File: src/hw/rtl/assert_macros.svh
// Assertion macros for the RTL files; hbp_outq includes them.
// ASSERT_PROP checks a property on every rising clock edge outside reset.
// ASSERT_NEXT checks that a condition holds in the cycle after its trigger.
`ifndef ASSERT_MACROS_SVH
`define ASSERT_MACROS_SVH
`ifndef SYNTH
`define ASSERT_PROP(lbl, clk, rst_n, prop, msg) \
	lbl: assert property (@(posedge clk) disable iff (!rst_n) (prop)) else $error(msg);
`define ASSERT_NEXT(lbl, clk, rst_n, ante, cons, msg) \
	lbl: assert property (@(posedge clk) disable iff (!rst_n) (ante) |=> (cons)) \
		else $error(msg);
`else
`define ASSERT_PROP(lbl, clk, rst_n, prop, msg)
`define ASSERT_NEXT(lbl, clk, rst_n, ante, cons, msg)
`endif
`endif

File: src/hw/rtl/hbp_pkg.sv
package hbp_pkg;

	// Fixed field widths
	localparam int KIND_W  = 2;
	localparam int SYM_W   = 8;
	localparam int LEN_W   = 5;
	localparam int CODE_W  = 16;
	localparam int BYTE_W  = 8;
	localparam int USED_W  = 4;
	localparam int OFF_W   = 3;
	localparam int ACC_W   = CODE_W + BYTE_W;
	localparam int TOTAL_W = 5;

	localparam logic [USED_W-1:0] FULL_BYTE = USED_W'(BYTE_W);

	// Output queue of result groups (at most one group per item, up to two bytes)
	localparam int QDEPTH = 4;
	localparam int QPTR_W = $clog2(QDEPTH);
	localparam int QLVL_W = QPTR_W + 1;

	typedef enum logic [KIND_W-1:0] {
		KIND_LOAD   = 2'd0,
		KIND_ENCODE = 2'd1,
		KIND_FINISH = 2'd2
	} hbp_kind_t;

	// One code table entry as stored in the RAM
	typedef struct packed {
		logic [LEN_W-1:0]  len;
		logic [CODE_W-1:0] code;
	} hbp_entry_t;

	// Results caused by one item
	typedef struct packed {
		logic [BYTE_W-1:0] b0;
		logic [BYTE_W-1:0] b1;
		logic              two;
		logic [USED_W-1:0] used;
		logic              last;
	} hbp_group_t;

endpackage

File: src/hw/rtl/hbp_outq.sv
`include "assert_macros.svh"

module hbp_outq
	import hbp_pkg::*;
(
	input  logic              clk,
	input  logic              arst_n,
	input  logic              push,
	input  hbp_group_t        grp,
	output logic              room,
	output logic              out_valid,
	input  logic              out_stall,
	output logic [BYTE_W-1:0] out_byte,
	output logic [USED_W-1:0] used_bits,
	output logic              last
);

	hbp_group_t        q_q [QDEPTH];
	logic [QPTR_W-1:0] wr_ptr_q;
	logic [QPTR_W-1:0] rd_ptr_q;
	logic [QLVL_W-1:0] level_q;
	logic              sel_q;
	hbp_group_t        head;
	logic              pop_byte;
	logic              pop_grp;

	// Present the current byte of the head group
	always_comb begin
		head      = q_q[rd_ptr_q];
		out_valid = (level_q != '0);
		out_byte  = sel_q ? head.b1 : head.b0;
		used_bits = sel_q ? FULL_BYTE : head.used;
		last      = sel_q ? 1'b0 : head.last;
		pop_byte  = out_valid && !out_stall;
		pop_grp   = pop_byte && (sel_q || !head.two);
		// Keep one slot free for the item now in lookup
		room      = ({1'b0, level_q} + (QLVL_W+1)'(push)) < (QLVL_W+1)'(QDEPTH);
	end

	// Store pushed groups
	always_ff @(posedge clk) begin
		if (push) begin
			q_q[wr_ptr_q] <= grp;
		end
	end

	// Advance pointers, level and byte select
	always_ff @(posedge clk or negedge arst_n) begin
		if (!arst_n) begin
			wr_ptr_q <= '0;
			rd_ptr_q <= '0;
			level_q  <= '0;
			sel_q    <= 1'b0;
		end else begin
			if (push) begin
				wr_ptr_q <= wr_ptr_q + 1'b1;
			end
			if (pop_grp) begin
				rd_ptr_q <= rd_ptr_q + 1'b1;
				sel_q    <= 1'b0;
			end else if (pop_byte) begin
				sel_q <= 1'b1;
			end
			level_q <= level_q + QLVL_W'(push) - QLVL_W'(pop_grp);
		end
	end

	`ASSERT_PROP(a_no_overflow, clk, arst_n, push |-> (level_q < QLVL_W'(QDEPTH)), "queue overflow")
	`ASSERT_PROP(a_sel_two, clk, arst_n, sel_q |-> (out_valid && head.two), "second byte of a one-byte group")
	`ASSERT_NEXT(a_level_track, clk, arst_n, 1'b1, level_q == $past(level_q) + QLVL_W'($past(push)) - QLVL_W'($past(pop_grp)), "level mismatch")
	`ASSERT_NEXT(a_hold_on_stall, clk, arst_n, out_valid && out_stall, out_valid && (sel_q == $past(sel_q)), "stalled item moved")

endmodule
File: config.mk
export PLATFORM = sky130hd
export DESIGN_NAME = hbp_outq
export DESIGN_NICKNAME = d
export VERILOG_FILES = /design/src/hw/rtl/hbp_pkg.sv /design/src/hw/rtl/hbp_outq.sv
export VERILOG_INCLUDE_DIRS = /design/src /design/src/hw/rtl
export SDC_FILE = /design/constraint.sdc
export NUM_CORES = 1
export LEC_CHECK = 0
export BUFFER_PORTS_ARGS = -buffer_cell sky130_fd_sc_hd__buf_4
export CAP_MARGIN = 10
export CELL_PAD_IN_SITES_DETAIL_PLACEMENT = 0
export CELL_PAD_IN_SITES_GLOBAL_PLACEMENT = 1
export CORE_MARGIN = 1.5
export CORE_UTILIZATION = 35
export DETAILED_ROUTE_END_ITERATION = 16
export PLACE_DENSITY_LB_ADDON = 0.12
export SYNTH_ARGS = -nofsm -noshare
export SYNTH_HDL_FRONTEND = slang
export SYNTH_SLANG_ARGS = --single-unit
File: constraint.sdc
create_clock -name clk -period 2.4 [get_ports clk]
set_input_delay 0.48 -clock clk [delete_from_list [all_inputs] [get_ports clk]]
set_output_delay 0.48 -clock clk [all_outputs]
set_load 0.05 [all_outputs]
# Word level (Yosys, flattened, before mapping)

Memory sizes are Yosys's and may differ from the RTL's.
Index checks and enable logic that the tools add are counted.
W data, S select, Z words.

Register bits after elaboration: 8
Bits in writable memories: 88
Logic and storage cells: 25
Memories: 1

Memory list:

| name | words | bits a word | read ports | clocked after memory_dff | wr ports | RTL line       | RTL |
|---|---|---|---|---|---|---|---|
| q_q  | 4     | 22          | 1          | 0                        | 1        | hbp_outq.sv:18 | `hbp_group_t q_q [QDEPTH];` |

Add/sub/neg operators: 5
Magnitude comparators: 1
Mux-type cells: 7
Reductions and logical operators: 7

Operator list:

| kind                  | count |
|---|---|
| $mux W8               | 1 |
| $mux W1               | 5 |
| $add A2 B1 Y2 const B | 2 |
| $add A3 B1 Y4         | 1 |
| $lt A4 B3 Y1 const B  | 1 |
| $mux W4               | 1 |
| $add A3 B1 Y3         | 1 |
| $reduce_bool A3 Y1    | 1 |
| $sub A3 B1 Y3         | 1 |
| $logic_and A1 B1 Y1   | 2 |
| $logic_not A1 Y1      | 2 |
| $reduce_bool A2 Y1    | 1 |
| $logic_or A1 B1 Y1    | 1 |

# Depth between registers and ports, before layout

An unclocked memory read counts as a cell.

Depth after elaboration: 5
Gate-level depth with buffers: 9
Mapped depth without buffers: 7

# Worst setup path before layout

Ideal clock, no wire load.

Kind: in2out
Start point: input port push
End point: output port room
Arrival: 1608 ps
Slack: 312 ps
Stages: 3
Cell sequence: clkbuf_1 -> nand4b_1 -> a21oi_1

Cells in the longest elaborated chain, start to end: 2

RTL lines:

| item            | RTL line       | RTL |
|---|---|---|
| start, declared | hbp_outq.sv:8  | `input logic push,` |
| $add A3 B1 Y4   | hbp_outq.sv:37 | `room = ({1'b0, level_q} + (QLVL_W+1)'(push)) < (QLVL_W+1)'(QDEPTH);` |
| $lt A4 B3 Y1    | hbp_outq.sv:37 |  |
| end, declared   | hbp_outq.sv:10 | `output logic room,` |

No other way between the ends.

# Worst setup path after layout

Start point: register rd_ptr_q[0]
End point: output port used_bits[3]

Cells in the longest elaborated chain, start to end: 2

RTL lines:

| item                   | RTL line       | RTL |
|---|---|---|
| start, declared        | hbp_outq.sv:20 | `logic [QPTR_W-1:0] rd_ptr_q;` |
| start signal, assigned | hbp_outq.sv:59 | `rd_ptr_q <= rd_ptr_q + 1'b1;` |
| $mem_v2 Z4 W22         | --             |  |
| $mux W4                | hbp_outq.sv:32 | `used_bits = sel_q ? FULL_BYTE : head.used;` |
| end, declared          | hbp_outq.sv:14 | `output logic [USED_W-1:0] used_bits,` |

No other way between the ends.

==> results_dict.tcl <==
set metrics [dict create \
    grt_pass1_wl_mm 11.6 \
    critical_path_arrival_ns 1.85 \
    final_min_period_over_clock_period_pct 97.2 \
    muxShareOfSynthArea_pct 13.4 \
    boundaryPins 41 \
    fp.dieW_um 109 \
    hp-class "input pin to flop" \
    critPathCaptureType "primary output" \
    start_util_pct 36.0 \
    grt_remaining_overflow 0 \
    fin_worst_skew_ns 0.00842 \
    final_common_cell "sky130_fd_sc_hd__edfxtp_1" \
    syn_to_final_growth_pct 22.5 \
    ys_seq_area_share_pct 72.8 \
    drv_slew 0 \
    synth-main-ff-cell "sky130_fd_sc_hd__edfxtp_1" \
    finalHoldViolations 0 \
    slew-limit-headroom_pct 75.1 \
    max_cap_violations 0 \
    power.total_mw 6.26 \
    grt_pass1_vias 2095 \
    num_antenna_cells 0 \
    yosys.cell_types.count 34 \
    most_frequent_cells_in_the_layout "88 x sky130_fd_sc_hd__edfxtp_1, 50 x sky130_fd_sc_hd__buf_4, 25 x sky130_fd_sc_hd__nand2_1, 18 x sky130_fd_sc_hd__mux4_2, 9 x sky130_fd_sc_hd__clkbuf_8" \
    synth_simple_gate_area_share_pct 5.96 \
    max-vdd-ir-drop_v 0.000603 \
    power.density_mw_per_mm2 1310 \
    maximum_number_of_pins_on_one_net_before_global_route_repair 23 \
    clock_transition_at_the_register_clock_pins_on_the_worst_setup_and_hold_paths_after_cts_ns 0.10 \
    placeableCoreArea_mm2 0.0108 \
    worst_ep_required_time_ns 1.92 \
    post_synth_inst_count 206 \
    worst_skew_pair.late_latency_ns 0.35 \
    final.min_clock_period_ns 2.33 \
    fin_worst_hold_slack_ns 0.319 \
    final_nets 304 \
    setup_violations 0 \
    worstPathCellList "buf_12, mux4_1, or2_1, buf_4" \
    place.gp.congestion 0.724 \
    place_ws_ns 0.179 \
    unrepaired_setup_endpoints_after_global_routing "true" \
    layout-drive-gt1-share_pct 37.3 \
    place.detailed.hpwl_mm 4.62 \
    cts_max_level 3 \
    fin_setup_tns_ns 0 \
    final_instance_area_mm2 0.00479 \
    yosysWarningCount 0 \
    tritoncts.num_buffers 9 \
    async_reset_ff_share_pct 8.33 \
    drc 0 \
    fmax_mhz 429 \
    placement.io_buffers 40 \
    synth_compound_gate_area_share_pct 2.53 \
    die_height_um 109 \
    cellLeakagePower_nw 1.74 \
    worst_margin_slew_ns 0.374 \
    dr.pass1.iters 4 \
    synth.cell_area_mm2 0.00391 \
    cts.sink_count 96 \
    aggregate_global_route_resource_usage_pct 13.6 \
    vias 1963 \
    avgViaCountPerCell 4.72 \
    number_of_antenna_violations_at_the_first_check_in_global_routing 0 \
    synth-adder-area-share_pct 2.43 \
    critical_path.top_delay_family "multiplexers" \
    crit_path_max_fanout 8 \
    synth-seq-cells 96 \
    timing.final.ws_setup_ns 0.0668 \
    critical-path-max-stage-delay_ns 0.55 \
    mappedNetlistNets 239 \
    run_status "finished clean" \
    design.die.area_mm2 0.0118 \
    tritoncts "done" \
    drt-wirelength-per-cell_um 17.6 \
    drt_wl_total_mm 7.33 \
    clock_tree.root_cell "sky130_fd_sc_hd__clkbuf_8" \
    postPlaceCellArea_mm2 0.00443 \
    floorplan.rows 38 \
    crit_path_launch_type "flop" \
    antenna_violating_nets_post_route 0 \
    cts-root-to-sink-buffers 2 \
    synth_enable_flop_cells 88 \
    syn-mean-instance-area_um2 19.0 \
    final-instance-count-excl-fill 416 \
    path_class "flop to primary output" \
    largest_family_of_logic_cells_by_synthesized_area "multiplexers" \
    finalCoreUtilization_pct 44.2 \
    synthXorXnorAreaFrac_pct 0.448 \
    placed_cells_incl_taps 392 \
    slowest_stage "sky130_fd_sc_hd__mux4_1" \
    timing.critical_path.buf_inv 2 \
    drt_first_iter_violations 72 \
]
[cell families after synthesis]
family / after synthesis
XOR/XNOR: 2
adder cells (fa/ha/maj): 7
AO/OA/AOI/OAI: 14
flip-flops: 96
multiplexers: 24
AND/OR/NAND/NOR: 47
buffers and inverters: 16
[report_power, final]
group / internal, mW / switching (mW)
combinational: 1.23 / 1.61
sequential: 2.21 / 0.143
clock: 0.499 / 0.569
[per-layer routing]
metal  vias to the layer above  GRT usage (%)  routed length (µm)
met4                         0           3.95                  29
met1                       992           17.2                3400
met5                         -              0                   0
met3                         2           3.59                 212
li1                        938              -                   -
met2                        31           23.1                3690
[path summary, 6_finish.rpt]
check	start	end	slack, ns	cells past startpoint
max in group asynchronous	arst_n	rd_ptr_q[0]$_DFFE_PN0P_	1.77	2
min	grp[17]	q_q[2][17]$_DFFE_PP_	0.32	1
min reg2reg	wr_ptr_q[0]$_DFFE_PN0P_	wr_ptr_q[0]$_DFFE_PN0P_	0.54	1
min in group asynchronous	arst_n	level_q[1]$_DFF_PN0_	0.48	2
max	rd_ptr_q[0]$_DFFE_PN0P_	used_bits[3]	0.07	4
max reg2reg	rd_ptr_q[0]$_DFFE_PN0P_	level_q[1]$_DFF_PN0_	0.10	9
[area by class of cell]
class | count | area [µm²]
Clock buffer | 10 | 128
Clock inverter | 6 | 75.1
Fill cell | 973 | 6050
Inverter | 7 | 30.0
Multi-Input combinational cell | 94 | 976
Sequential cell | 96 | 2840
Tap cell | 140 | 175
Timing Repair Buffer | 63 | 561
[worst reg2reg max path: stages, from the launching register on]
cell	delay, ns
sky130_fd_sc_hd__dfrtp_2	0.42
sky130_fd_sc_hd__buf_12	0.15
sky130_fd_sc_hd__buf_6	0.12
sky130_fd_sc_hd__mux2_4	0.30
sky130_fd_sc_hd__a22o_1	0.26
sky130_fd_sc_hd__o211ai_1	0.18
sky130_fd_sc_hd__ha_2	0.19
sky130_fd_sc_hd__inv_1	0.04
sky130_fd_sc_hd__fa_2	0.51
sky130_fd_sc_hd__inv_1	0.03
[cells in the mapped netlist, drive strengths merged (2+ instances only)]
cell type,instances,area [µm²]
mux4,21,484
ha,6,75.1
and2,8,50.1
mux2,2,30.0
or3,3,18.8
buf,7,62.6
inv,7,26.3
o21ai,4,20.0
nand2,26,97.6
o211ai,3,22.5
clkbuf,2,7.51
xor2,2,17.5
edfxtp,88,2640
nor2,3,11.3
dfrtp,8,200
[flip-flops by register name (all words and copies together), names as in the netlist]
register / count
q_q: 88
sel_q: 1
level_q: 3
rd_ptr_q: 2
wr_ptr_q: 2
[what timing repair did]
item | 4_1_cts | 5_1_grt
pin swaps | 0 | 3
hold buffers | 1 | 0
gates cloned | 0 | 1
setup buffers | 3 | 3
endpoints found under the hold margin | 8 | 0
resized for setup | 3 | 15
setup endpoints to repair | 9 | 10
Note: power is estimated with default switching activity, not from simulation.
