===== src/hw/rtl/assert_macros.svh =====
// Assertion macros for the RTL files; hbp_outq includes them.
// ASSERT_PROP checks a property on every rising clock edge outside reset.
// ASSERT_NEXT checks that a condition holds in the cycle after its trigger.
`ifndef ASSERT_MACROS_SVH
`define ASSERT_MACROS_SVH
`ifndef SYNTH
`define ASSERT_PROP(lbl, clk, rst_n, prop, msg) \
	lbl: assert property (@(posedge clk) disable iff (!rst_n) (prop)) else $error(msg);
`define ASSERT_NEXT(lbl, clk, rst_n, ante, cons, msg) \
	lbl: assert property (@(posedge clk) disable iff (!rst_n) (ante) |=> (cons)) \
		else $error(msg);
`else
`define ASSERT_PROP(lbl, clk, rst_n, prop, msg)
`define ASSERT_NEXT(lbl, clk, rst_n, ante, cons, msg)
`endif
`endif


===== src/hw/rtl/hbp_pkg.sv =====
package hbp_pkg;

	// Fixed field widths
	localparam int KIND_W  = 2;
	localparam int SYM_W   = 8;
	localparam int LEN_W   = 5;
	localparam int CODE_W  = 16;
	localparam int BYTE_W  = 8;
	localparam int USED_W  = 4;
	localparam int OFF_W   = 3;
	localparam int ACC_W   = CODE_W + BYTE_W;
	localparam int TOTAL_W = 5;

	localparam logic [USED_W-1:0] FULL_BYTE = USED_W'(BYTE_W);

	// Output queue of result groups (at most one group per item, up to two bytes)
	localparam int QDEPTH = 4;
	localparam int QPTR_W = $clog2(QDEPTH);
	localparam int QLVL_W = QPTR_W + 1;

	typedef enum logic [KIND_W-1:0] {
		KIND_LOAD   = 2'd0,
		KIND_ENCODE = 2'd1,
		KIND_FINISH = 2'd2
	} hbp_kind_t;

	// One code table entry as stored in the RAM
	typedef struct packed {
		logic [LEN_W-1:0]  len;
		logic [CODE_W-1:0] code;
	} hbp_entry_t;

	// Results caused by one item
	typedef struct packed {
		logic [BYTE_W-1:0] b0;
		logic [BYTE_W-1:0] b1;
		logic              two;
		logic [USED_W-1:0] used;
		logic              last;
	} hbp_group_t;

endpackage


===== src/hw/rtl/hbp_packer.sv =====
module hbp_packer
	import hbp_pkg::*;
(
	input  logic       clk,
	input  logic       arst_n,
	input  logic       enc_s1,
	input  logic       fin_s1,
	input  hbp_entry_t entry,
	output logic       push,
	output hbp_group_t grp
);

	logic [BYTE_W-1:0]  partial_q;
	logic [OFF_W-1:0]   offset_q;
	logic [ACC_W-1:0]   acc;
	logic [TOTAL_W-1:0] total;
	logic [1:0]         nbytes;
	logic               enc_live;
	logic [BYTE_W-1:0]  partial_nxt;

	// Append the code above the pending bits
	always_comb begin
		acc      = (ACC_W'(entry.code) << offset_q) | ACC_W'(partial_q);
		total    = TOTAL_W'(offset_q) + entry.len;
		nbytes   = total[TOTAL_W-1:OFF_W];
		enc_live = enc_s1 && (entry.len != '0);
		case (nbytes)
			2'd0:    partial_nxt = acc[BYTE_W-1:0];
			2'd1:    partial_nxt = acc[2*BYTE_W-1:BYTE_W];
			default: partial_nxt = acc[3*BYTE_W-1:2*BYTE_W];
		endcase
	end

	// Build the result group of this item
	always_comb begin
		push     = fin_s1 || (enc_live && (nbytes != 2'd0));
		grp.b0   = fin_s1 ? partial_q : acc[BYTE_W-1:0];
		grp.b1   = acc[2*BYTE_W-1:BYTE_W];
		grp.two  = enc_s1 && nbytes[1];
		grp.used = fin_s1 ? USED_W'(offset_q) : FULL_BYTE;
		grp.last = fin_s1;
	end

	// Advance or clear the accumulator
	always_ff @(posedge clk or negedge arst_n) begin
		if (!arst_n) begin
			partial_q <= '0;
			offset_q  <= '0;
		end else if (fin_s1) begin
			partial_q <= '0;
			offset_q  <= '0;
		end else if (enc_live) begin
			partial_q <= partial_nxt;
			offset_q  <= total[OFF_W-1:0];
		end
	end

endmodule


===== config.mk =====
export PLATFORM = sky130hd
export DESIGN_NAME = hbp_packer
export DESIGN_NICKNAME = d
export VERILOG_FILES = /design/src/hw/rtl/assert_macros.svh /design/src/hw/rtl/hbp_pkg.sv /design/src/hw/rtl/hbp_packer.sv
export SDC_FILE = /design/constraint.sdc
export NUM_CORES = 1
export LEC_CHECK = 0
export BUFFER_PORTS_ARGS = -buffer_cell sky130_fd_sc_hd__clkbuf_2
export CAP_MARGIN = 5
export CORE_AREA = 2 2 54 61
export CTS_BUF_LIST = sky130_fd_sc_hd__clkbuf_8
export CTS_CLUSTER_DIAMETER = 200
export DETAILED_ROUTE_END_ITERATION = 12
export DIE_AREA = 0 0 56 63
export GPL_TIMING_DRIVEN = 0
export PLACE_DENSITY_LB_ADDON = 0.15
export SLEW_MARGIN = 5
export SYNTH_ARGS = -nofsm -noshare
export SYNTH_HDL_FRONTEND = slang
export SYNTH_SLANG_ARGS = --single-unit
export TNS_END_PERCENT = 50

===== constraint.sdc =====
create_clock -name clk -period 5.9 [get_ports clk]
set_input_delay 0.59 -clock clk [delete_from_list [all_inputs] [get_ports clk]]
set_output_delay 0.59 -clock clk [all_outputs]
set_load 0.01 [all_outputs]

# Yosys cells after proc, flatten, opt, wreduce, memory -nomap -nowiden
# Cells that the tools add are included.
[classes]
addsub = 1
eq_ne = 1
shifts = 1
muxes = 7
bitwise = 1
reduce_logical = 8
[op_table]
columns = ["op", "count"]
rows = [
  ["$mux W8", 3],
  ["$or A24 B8 Y24", 1],
  ["$shl A16 B3 Y24", 1],
  ["$pmux W8 S2", 1],
  ["$mux W3", 2],
  ["$add A3 B5 Y5", 1],
  ["$reduce_bool A5 Y1", 1],
  ["$mux W4", 1],
  ["$reduce_bool A2 Y1", 2],
  ["$logic_and A1 B1 Y1", 3],
  ["$eq A2 B1 Y1 const B", 1],
  ["$logic_not A2 Y1", 1],
  ["$logic_or A1 B1 Y1", 1],
]
[word_totals]
register_bits = 11
wordCells = 21

# Depth between registers and ports, before layout
# Gate-level depths: netlist of run 1.
[logic_depth]
depth_word = 5
depth_mapped = 9

# Worst setup path after synthesis of run 1
# No wires, ideal clock.
[synth_path]
kind = "in2out"
startpoint = "input entry[16] (netlist bit)"
endpoint = "output grp[5] (netlist bit)"
t_arrival_ns = 2.077
required_ns = 5.310
slack_ns = 3.233
stages = 6
cell_sequence = "ha_1 > inv_1 > fa_1 > nand2b_1 > a211o_1 > a21boi_1"
[synth_lines]
columns = ["item", "line_no", "text"]
rows = [
  ["from (decl)", "hbp_packer.sv:8", "input hbp_entry_t entry,"],
  ["to (decl)", "hbp_packer.sv:10", "output hbp_group_t grp"],
]

==> impl_metrics.csv, run 1 <==
group,metric,value,unit
pwr,powerDensity,188,nW/um^2
pwr,pwr-share-seq,0.240,
pwr,switching_share,0.405,
global_route,top_usage_layer,"met2",
setup_path,reg2reg_from,"offset_q[1]",
clock_tree,cts_resized,0,
global_route,use_met2,0.444,
routing,via_per_inst,6.31,
synth,netlist_area,1620,sq um
pwr,power.internal,0.217,mW
final_layout,multi_input_area,1210,sq um
place,post-place-cells,273,
synth,synth_seq_cells,11,
synth,netlist_instances,192,
final_layout,regArea,275,sq um
synth,yosys-top-cells-count,"21 x nand2_1, 13 x a21oi_1, 13 x nor2_1",
setup_path,worstSetupEndpointType,"primary output",
final_layout,fillers,275,
synth,synth_nets,221,
setup_path,critical_path_class,"flip-flop to primary output",
floorplan,initial_core_util,0.550,
synth,synth_compound_area_frac,0.223,
sta,fin_crit_sh,0.581,
synth,synth_top_family_by_area,"multiplexers",
global_route,grt_pass1_vias,1607,
global_route,met1_usage,0.369,
final_layout,fin_util,0.660,
synth,synthXorXnorAreaFrac,0,
setup_path,critical_path.max_fanout,10,
pwr,p_comb_frac,0.553,
sta,setup_viol,0,
sta,rsz0062_at_grt,"false",
setup_path,required,5.31,ns
clock_tree,cts.clk_slew.worst_paths,0.05,ns
clock_tree,clock_sinks,11,
place,hpwl,3750,microns
routing,routedWlPerCell,17.0,microns
pwr,clkPwrFrac,0.207,
global_route,antenna_found_initial,0,
routing,antenna_left,0,
sta,hold_viol,0,
clock_tree,postCtsHoldBufs,0,
floorplan,die_w,56,microns
setup_path,crit_arrival,2.84,ns
global_route,grt.overflow.total,0,
setup_path,worstReg2RegEnd,"partial_q[0]",
synth,synth_top_area_cell,"dfrtp_1",
setup_path,cp-startpoint,"offset_q[1]",
clock_tree,post_cts_buffers,0,
pwr,p_leak,0.921,nW
final_layout,drive_gt1_frac,0.366,
final_layout,nets,273,
final_layout,fin_cells,277,
clock_tree,cts_tree,"done",
sta,maxSlewViolCount,0,
routing,vias,1748,
job,maxCapViolCount,0,
setup_path,ff2ff_path_depth,9,
clock_tree,cts_root_buffer,"clkbuf_8",
place,place_area,1900,sq um
global_route,grt_max_degree,12,
pwr,p_sw,0.148,mW
final_layout,antenna_cells,0,
synth,synthArstFlopShare,1.00,
sta,whs,0.227,ns
global_route,grt_use_total,0.277,
setup_path,r2r_slack,3.03,ns
sta,fin_skew,0.00359,ns
routing,drt-pass1-iter-count,4,
floorplan,rows,21,
clock_tree,cts_max_level,1,
sta,tns,0,ns
clock_tree,clock_path_buffers,2,
setup_path,cp-start-kind,"flip-flop",
synth,ys.flop_type,"dfrtp_1",
floorplan,io_pins,48,
synth,synth_cell_type_count,51,
floorplan,core_area,2940,sq um
status,status,"finished clean",
sta,slew_headroom,0.602,
global_route,grt_pass1_wl,7670,microns
synth,ys_warn_count,0,
sta,min_period,3.43,ns
final_layout,finalInstanceArea,1940,sq um
synth,synth_edf_count,0,
global_route,met3_usage,0.0621,
pwr,irDropWorstVdd,0.000170,V
synth,synth_most_common_cell,"nand2_1",
synth,yosys-mux-area-fraction,0.270,
synth,synthAdderAreaFrac,0.0355,
floorplan,chipHeight,63,microns
synth,seq_area_frac_synth,0.170,
synth,synth_top_area_share,0.170,
routing,drc,0,
floorplan,dieArea,3530,sq um
clock_tree,numCtsBuffers,3,
clock_tree,clkLatencyLatePin,0.24,ns
worst_hold_path,hold_class,"primary input to async pin",
synth,yosys.area_share.simple,0.220,
synth,synth_area_per_cell,8.43,sq um
final_layout,area_growth,19.9,%
routing,drt_iter0_markers,102,
synth,synthTopCellsByArea,"dfrtp_1 17%, mux4_2 14%, mux2_2 7.0%",
routing,wirelength,4710,microns
sta,fmax,0.292,GHz
sta,worst_pin_slew,0.594,ns
place,gp_congestion,0.897,
place,io_buffers,47,
sequential cells by signal (all words and copies together), names as in the netlist:
register   count
partial_q      8
offset_q       3
worst max-delay path, cell delays in order, from the launching register on:
cell and delay [ns]:
dfrtp_1 0.36, buf_4 0.21, buf_6 0.17, inv_2 0.13
fa_1 0.42, nand2b_1 0.19, a211o_1 0.36, a21boi_1 0.51
clkbuf_2 0.24
layout by cell type (no fill, tap or decap), drive strengths merged, types with 4 or more instances in the layout:
master / count
nand2: 21
buf: 13
mux2: 10
a21oi: 13
nand2b: 4
o21ai: 9
nor2: 13
inv: 10
nor3: 5
mux2i: 10
and3: 4
nand3: 7
clkbuf: 53
mux4: 10
a21o: 4
dfrtp: 11
power by group through the flow:
| stage | sequential [mW] | clock (mW) | combinational, mW |
|---|---|---|---|
| 2_1_floorplan | 0.0871 | 0 | 0.135 |
| 3_3_place_gp | 0.0883 | 0 | 0.198 |
| 3_5_place_dp | 0.0884 | 0 | 0.199 |
| 4_1_cts | 0.0873 | 0.0759 | 0.200 |
| 5_1_grt | 0.0884 | 0.0819 | 0.219 |
| 6_report | 0.0874 | 0.0755 | 0.202 |
metrics by stage:
step | setup WS (ns) | power [mW]
global placement | 2.78 | 0.286
floorplan | 3.23 | 0.222
finish | 2.47 | 0.365
global route | 2.37 | 0.389
detailed placement | 2.78 | 0.288
CTS | 2.52 | 0.363
layout make-up:
cell class / count / area share
timing repair buffer: 47 / 0.121
multi-input combinational: 156 / 0.624
buffer: 16 / 0.0503
clock inverter: 1 / 0.00193
sequential: 11 / 0.142
clock buffer: 3 / 0.0213
inverter: 9 / 0.0174
tap: 34 / 0.0219
how the worst max path moves through the flow:
stage | cells after the start | endpoint | slack, ns
final | 8 | grp[5] | 2.47
after global routing | 8 | grp[5] | 2.37
after CTS | 8 | grp[5] | 2.52
after detailed placement | 8 | grp[5] | 2.78
after global placement | 8 | grp[5] | 2.78
after floorplan | 6 | grp[5] | 3.23
cells by family (layout without fill, tap and decap cells):
group           after synthesis  count (layout)
buf+inv                      25              76
simple gates                 70              70
fa+ha+maj                     4               4
compound gates               52              52
flops                        11              11
mux                          30              30
metal layers:
| metal | vias to the layer above | part of all wire |
|---|---|---|
| li1 | 819 | - |
| met1 | 820 | 0.42 |
| met2 | 94 | 0.48 |
| met3 | 15 | 0.077 |
| met4 | 0 | 0.029 |
| met5 | - | 0 |
Power figures use the tool's default switching activity.
==> run 2, diff against run 1 <==
Settings changed: ABC_AREA set to 1, CORE_AREA 2 2 54 61 to 2 2 56 63, DIE_AREA 0 0 56 63 to 0 0 58 65.
Clock period 5.9 ns to 3.6 ns, I/O delays scaled along.
==> run 2 against run 1 <==
Power increased by 84%. Clock skew increased by 0.0018 ns. Count of clock-buffer cells in the layout unchanged. First-iteration DRC count increased by 33%. Utilization decreased by 4.0 points. Non-clock buffer count decreased by 2. Largest cell class unchanged. Cell count increased by 40%. Sequential share of layout area decreased by 0.26 points. Global-route usage decreased by 0.91 points. Synthesized area increased by 1.5%.
==> impl_metrics.csv, run 2 <==
group,metric,value,unit
status,status,"finished clean",
setup_path,cpPeakStageDelay,0.44,ns
synth,yosys-top-cells-count,"143 x nand2_1, 57 x nand3_1, 33 x inv_1",
sta,setup_viol,0,
clock_tree,cts_resized,0,
setup_path,crit_chain,"buf_4 -> inv_2 -> buf_2 -> fa_1 -> inv_1 -> nand3_2 -> nand2_1 -> nand2_2 -> nand2_4 -> nor2_8 -> o21ai_0 -> clkbuf_2",
pwr,p_comb_frac,0.596,
synth,synthTopCellsByArea,"nand2_1 33%, nand3_1 17%, dfrtp_1 17%",
final_layout,area_growth,20.4,%
routing,drt_iter0_markers,136,
final_layout,fin_cells,388,
sta,slew_headroom,0.691,
place,io_buffers,47,
final_layout,layout_common_cells,"143 x nand2_1, 57 x nand3_1, 47 x clkbuf_2, 34 x inv_1, 11 x dfrtp_1",
synth,synthXorXnorAreaFrac,0.00533,
floorplan,io_pins,48,
clock_tree,cts_tree,"done",
synth,synth_top_family_by_area,"simple AND/OR/NAND/NOR gates",
pwr,p_sw,0.312,mW
place,hpwl,3750,microns
synth,ys.flop_type,"dfrtp_1",
pwr,power.internal,0.359,mW
sta,hold_viol,0,
sta,tns,0,ns
global_route,grt.overflow.total,0,
synth,synth_cell_type_count,28,
synth,netlist_area,1640,sq um
synth,synth_area_per_cell,5.48,sq um
clock_tree,clock_path_buffers,2,
pwr,pwr-share-seq,0.218,
synth,synthArstFlopShare,1.00,
clock_tree,cts_root_buffer,"clkbuf_8",
final_layout,largest_reg_flops,8,
sta,min_period,2.74,ns
floorplan,rows,22,
synth,yosys-mux-area-fraction,0,
global_route,grt_max_degree,12,
global_route,antenna_found_initial,0,
synth,synth_top_area_cell,"nand2_1",
clock_tree,numCtsBuffers,3,
place,post-place-cells,383,
setup_path,r2r_slack,1.37,ns
clock_tree,post_cts_buffers,0,
floorplan,initial_core_util,0.514,
global_route,grt_use_total,0.268,
setup_path,critical_path.max_fanout,10,
routing,vias,1977,
pwr,p_leak,1.24,nW
setup_path,worstSetupEndpointType,"primary output",
pwr,powerDensity,339,nW/um^2
sta,worst_pin_slew,0.463,ns
global_route,grt_pass1_vias,1821,
routing,via_per_inst,5.10,
sta,maxSlewViolCount,0,
synth,yosys.area_share.simple,0.594,
pwr,irDropWorstVdd,0.000296,V
sta,fmax,0.365,GHz
place,place_area,1920,sq um
floorplan,die_w,58,microns
routing,drc,0,
final_layout,mostFrequentLayoutCell,"nand2_1",
final_layout,nets,382,
synth,synth_most_common_cell,"nand2_1",
routing,antenna_left,0,
place,gp_congestion,0.895,
setup_path,required,3.24,ns
routing,routedWlPerCell,12.0,microns
clock_tree,clkLatencyLatePin,0.24,ns
worst_hold_path,hold_class,"flip-flop to flip-flop",
sta,fin_crit_sh,0.761,
floorplan,chipHeight,65,microns
final_layout,antenna_cells,0,
sta,fin_skew,0.00536,ns
final_layout,fillers,333,
synth,synth_seq_cells,11,
final_layout,largest-register,"partial_q",
routing,drt-pass1-iter-count,4,
clock_tree,cts.clk_slew.worst_paths,0.05,ns
setup_path,cp-start-kind,"flip-flop",
clock_tree,cts_max_level,1,
setup_path,crit_arrival,2.38,ns
sta,rsz0062_at_grt,"false",
job,maxCapViolCount,0,
final_layout,finalInstanceArea,1980,sq um
setup_path,crit_slowest_cell,"fa_1",
synth,synthAdderAreaFrac,0.0350,
synth,ys_warn_count,0,
floorplan,core_area,3190,sq um
synth,synth_nets,329,
synth,synth_top_area_share,0.327,
floorplan,dieArea,3770,sq um
final_layout,reg_top3,"partial_q (8), offset_q (3)",
pwr,clkPwrFrac,0.186,
synth,netlist_instances,300,
final_layout,drive_gt1_frac,0.216,
synth,seq_area_frac_synth,0.168,
setup_path,critical_path_class,"flip-flop to primary output",
synth,synth_compound_area_frac,0.0594,
global_route,grt_pass1_wl,7920,microns
pwr,switching_share,0.465,
sta,whs,0.491,ns
clock_tree,clock_sinks,11,
routing,wirelength,4660,microns
synth,synth_edf_count,0,
[run 2: cell types whose count changed after synthesis, sizes merged, moves of 5 or more]
cell and delta:
nand3 +52, nor2 -6, a21oi -9, nand2 +129, nor3 -5, mux2i -10, mux4 -10, mux2 -10
inv +26
[run 2: power by group through the flow]
stage                     combinational, mW  sequential (mW)  clock, mW
after CTS                             0.399            0.147      0.126
after global routing                  0.451            0.148      0.131
after global placement                0.393            0.148          0
after detailed placement              0.396            0.149          0
after floorplan                       0.274            0.147          0
final                                 0.400            0.147      0.125
[run 2: cell families (layout without fill, tap and decap cells)]
logic type / after synthesis / in the layout
buffers and inverters: 49 / 101
AO/OA/AOI/OAI: 17 / 17
AND/OR/NAND/NOR: 218 / 218
flip-flops: 11 / 11
XOR/XNOR: 1 / 1
adder cells (fa/ha/maj): 4 / 4
[run 2: per-layer routing]
| layer | global-route usage | part of all wire |
|---|---|---|
| met5 | 0 | 0 |
| met2 | 0.447 | 0.46 |
| met3 | 0.0220 | 0.055 |
| met4 | 0.105 | 0.017 |
| met1 | 0.354 | 0.46 |
[run 2: final cells by class]
type,count,area (sq um),share of cell area
timing repair buffer,48,245,0.124
multi-input combinational,240,1140,0.576
sequential,11,275,0.139
clock buffer,3,41.3,0.0209
inverter,36,140,0.0708
tap,36,45.0,0.0228
buffer,13,87.6,0.0443
clock inverter,1,3.75,0.00190
[run 2: per-stage QoR]
stage          utilization  total power, mW  setup WS (ns)
6_report             0.620            0.671          0.862
5_1_grt              0.620            0.730          0.670
4_1_cts              0.620            0.672          0.844
3_5_place_dp         0.602            0.545           1.11
3_3_place_gp         0.602            0.540           1.15
2_1_floorplan            -            0.421           1.33
[run 2: critical path: cells and delay by family (launching register included)]
kind | cells | cell delay (ns)
compound gates | 1 | 0.14
fa+ha+maj | 1 | 0.44
buf+inv | 5 | 0.67
flops | 1 | 0.35
simple gates | 5 | 0.53
[run 2: path summary, 6_finish.rpt]
kind,startpoint,endpoint,depth (start not counted)
max in group asynchronous,arst_n,partial_q[5],2
min in group asynchronous,arst_n,partial_q[2],2
setup / recovery,offset_q[1],push,12
hold reg to reg,partial_q[3],partial_q[3],2
setup reg to reg,offset_q[1],partial_q[0],14
hold / removal,partial_q[3],partial_q[3],2
[run 2: timing repair]
item	in CTS	in global routing
endpoints found under the hold margin	11	0
endpoints found under the setup margin	0	0
hold buffers	1	0
==> run 3, diff against run 2 <==
Settings changed: CORE_AREA 2 2 56 63 to 2 2 59 66, DIE_AREA 0 0 58 65 to 0 0 61 68.
Clock period 3.6 ns to 2.42 ns, I/O delays scaled along.
==> run 3 against run 2 <==
Register-to-register slack got worse by 0.99 ns. Utilization decreased by 4.6 points. Clock power increased by 48%. Count of clock-buffer cells in the layout unchanged. Critical path type unchanged. Critical endpoint unchanged. Largest power group unchanged.
==> impl_metrics.csv, run 3 (synthesis gave the netlist of run 2 again) <==
group,metric,value,unit
status,status,"finished clean",
clock_tree,clock_sinks,11,
final_layout,reg_top3,"partial_q (8), offset_q (3)",
final_layout,largest-register,"partial_q",
setup_path,r2r_slack,0.38,ns
setup_path,ff2ff_path_depth,14,
pwr,clkPwrFrac,0.183,
sta,tns,0,ns
routing,wirelength,4680,microns
floorplan,die_w,61,microns
sta,maxSlewViolCount,0,
pwr,switching_share,0.464,
sta,rsz0062_at_grt,"false",
sta,worst_pin_slew,0.501,ns
pwr,powerDensity,497,nW/um^2
worst_hold_path,holdPathStages,4,
routing,drt-pass1-iter-count,4,
routing,vias,2010,
floorplan,rows,23,
final_layout,fillers,392,
pwr,p_leak,1.25,nW
sta,fin_skew,0.00506,ns
clock_tree,clkLatencyLatePin,0.25,ns
global_route,antenna_found_initial,0,
clock_tree,cts_max_level,1,
setup_path,required,2.18,ns
pwr,irDropWorstVdd,0.000336,V
routing,drt_iter0_markers,120,
clock_tree,numCtsBuffers,3,
pwr,p_comb_frac,0.601,
clock_tree,cts.clk_slew.worst_paths,0.05,ns
setup_path,critical_path.max_fanout,9,
final_layout,multi_input_area,1150,sq um
final_layout,largest_reg_flops,8,
sta,slew_headroom,0.666,
pwr,p_sw,0.468,mW
sta,min_period,2.25,ns
final_layout,regArea,275,sq um
sta,layout_setup_ws,0.169,ns
worst_hold_path,hp-start,"entry[16]",
worst_hold_path,min_to,"offset_q[0]",
floorplan,chipHeight,68,microns
pwr,pwr-share-seq,0.216,
final_layout,nets,384,
global_route,grt_use_total,0.231,
floorplan,io_pins,48,
global_route,grt_pass1_vias,1636,
final_layout,area_growth,23.6,%
routing,antenna_left,0,
pwr,power.internal,0.542,mW
sta,fmax,0.444,GHz
worst_hold_path,hold_class,"primary input to flip-flop",
clock_tree,cts_root_buffer,"clkbuf_8",
setup_path,worstReg2RegEnd,"partial_q[5]",
setup_path,crit_arrival,2.01,ns
global_route,grt_pass1_wl,7250,microns
job,maxCapViolCount,0,
place,gp_congestion,0.882,
final_layout,drive_gt1_frac,0.223,
sta,setup_viol,0,
global_route,grt.overflow.total,0,
place,io_buffers,47,
final_layout,antenna_cells,0,
floorplan,dieArea,4150,sq um
final_layout,layout_common_cells,"143 x nand2_1, 57 x nand3_1, 47 x clkbuf_2, 34 x inv_1, 11 x dfrtp_1",
routing,drc,0,
sta,fin_crit_sh,0.930,
place,pre_cts_slack,0.0456,ns
routing,via_per_inst,4.98,
place,hpwl,3790,microns
pwr,finalPower,1.01,mW
setup_path,reg2reg_from,"offset_q[0]",
setup_path,critical_path_class,"flip-flop to primary output",
sta,hold_viol,0,
setup_path,cp-start-kind,"flip-flop",
clock_tree,cts_tree,"done",
clock_tree,clock_path_buffers,2,
floorplan,core_area,3540,sq um
routing,routedWlPerCell,11.6,microns
setup_path,worstSetupEndpointType,"primary output",
final_layout,mostFrequentLayoutCell,"nand2_1",
global_route,grt_max_degree,14,
floorplan,initial_core_util,0.464,
run 3: what timing repair did:
item / in CTS / in global routing
pin swaps: 1 / 0
setup endpoints to repair: 1 / 2
endpoints found under the hold margin: 11 / 0
hold buffers: 1 / 0
setup buffers: 1 / 2
gates resized for setup: 3 / 2
run 3: critical path, stage by stage, from the launching register on:
cell      delay, ns
dfrtp_1        0.36
ha_1           0.17
inv_1          0.06
fa_2           0.34
inv_1          0.07
nand3_2        0.08
nand2_1        0.11
nand2_2        0.10
nand2_8        0.10
nor2_8         0.06
o21ai_0        0.15
clkbuf_2       0.16
run 3: how the worst max path moves through the flow:
stage | cells after the start | endpoint | slack [ns] | start
floorplan | 11 | push | 0.27 | offset_q[1]
global placement | 12 | push | 0.06 | offset_q[1]
detailed placement | 12 | push | 0.05 | offset_q[1]
CTS | 11 | push | 0.07 | offset_q[1]
global route | 11 | push | 0.04 | offset_q[0]
finish | 11 | push | 0.17 | offset_q[0]
run 3: metal layers:
metal | vias up | wire length [microns] | global-route usage
met4 | 0 | 76 | 0.0679
met5 | - | 0 | 0
li1 | 1053 | - | -
met2 | 64 | 2210 | 0.383
met1 | 886 | 2120 | 0.315
met3 | 7 | 278 | 0.0208
run 3: per-stage QoR:
step                hold WS, ns  area, sq um  instances  utilization
floorplan               -0.0536         1640        300            -
global placement          0.133         1940        397        0.548
detailed placement        0.132         1940        397        0.548
CTS                       0.366         2010        402        0.569
global route              0.367         2030        404        0.574
finish                    0.359         2030        404        0.574
run 3: power groups by stage:
stage	Combinational [mW]	Sequential (mW)	Clock, mW
finish	0.607	0.218	0.185
global route	0.675	0.221	0.199
CTS	0.600	0.218	0.185
detailed placement	0.591	0.221	0
global placement	0.588	0.220	0
floorplan	0.408	0.218	0
run 3: cell type report:
class	instances	share of cell area
well taps	50	0.0308
multi-input cells	240	0.567
clock buffers	3	0.0203
repair buffers	51	0.132
flip-flops and latches	11	0.136
clock inverters	1	0.00185
plain buffers	12	0.0425
inverters	36	0.0702
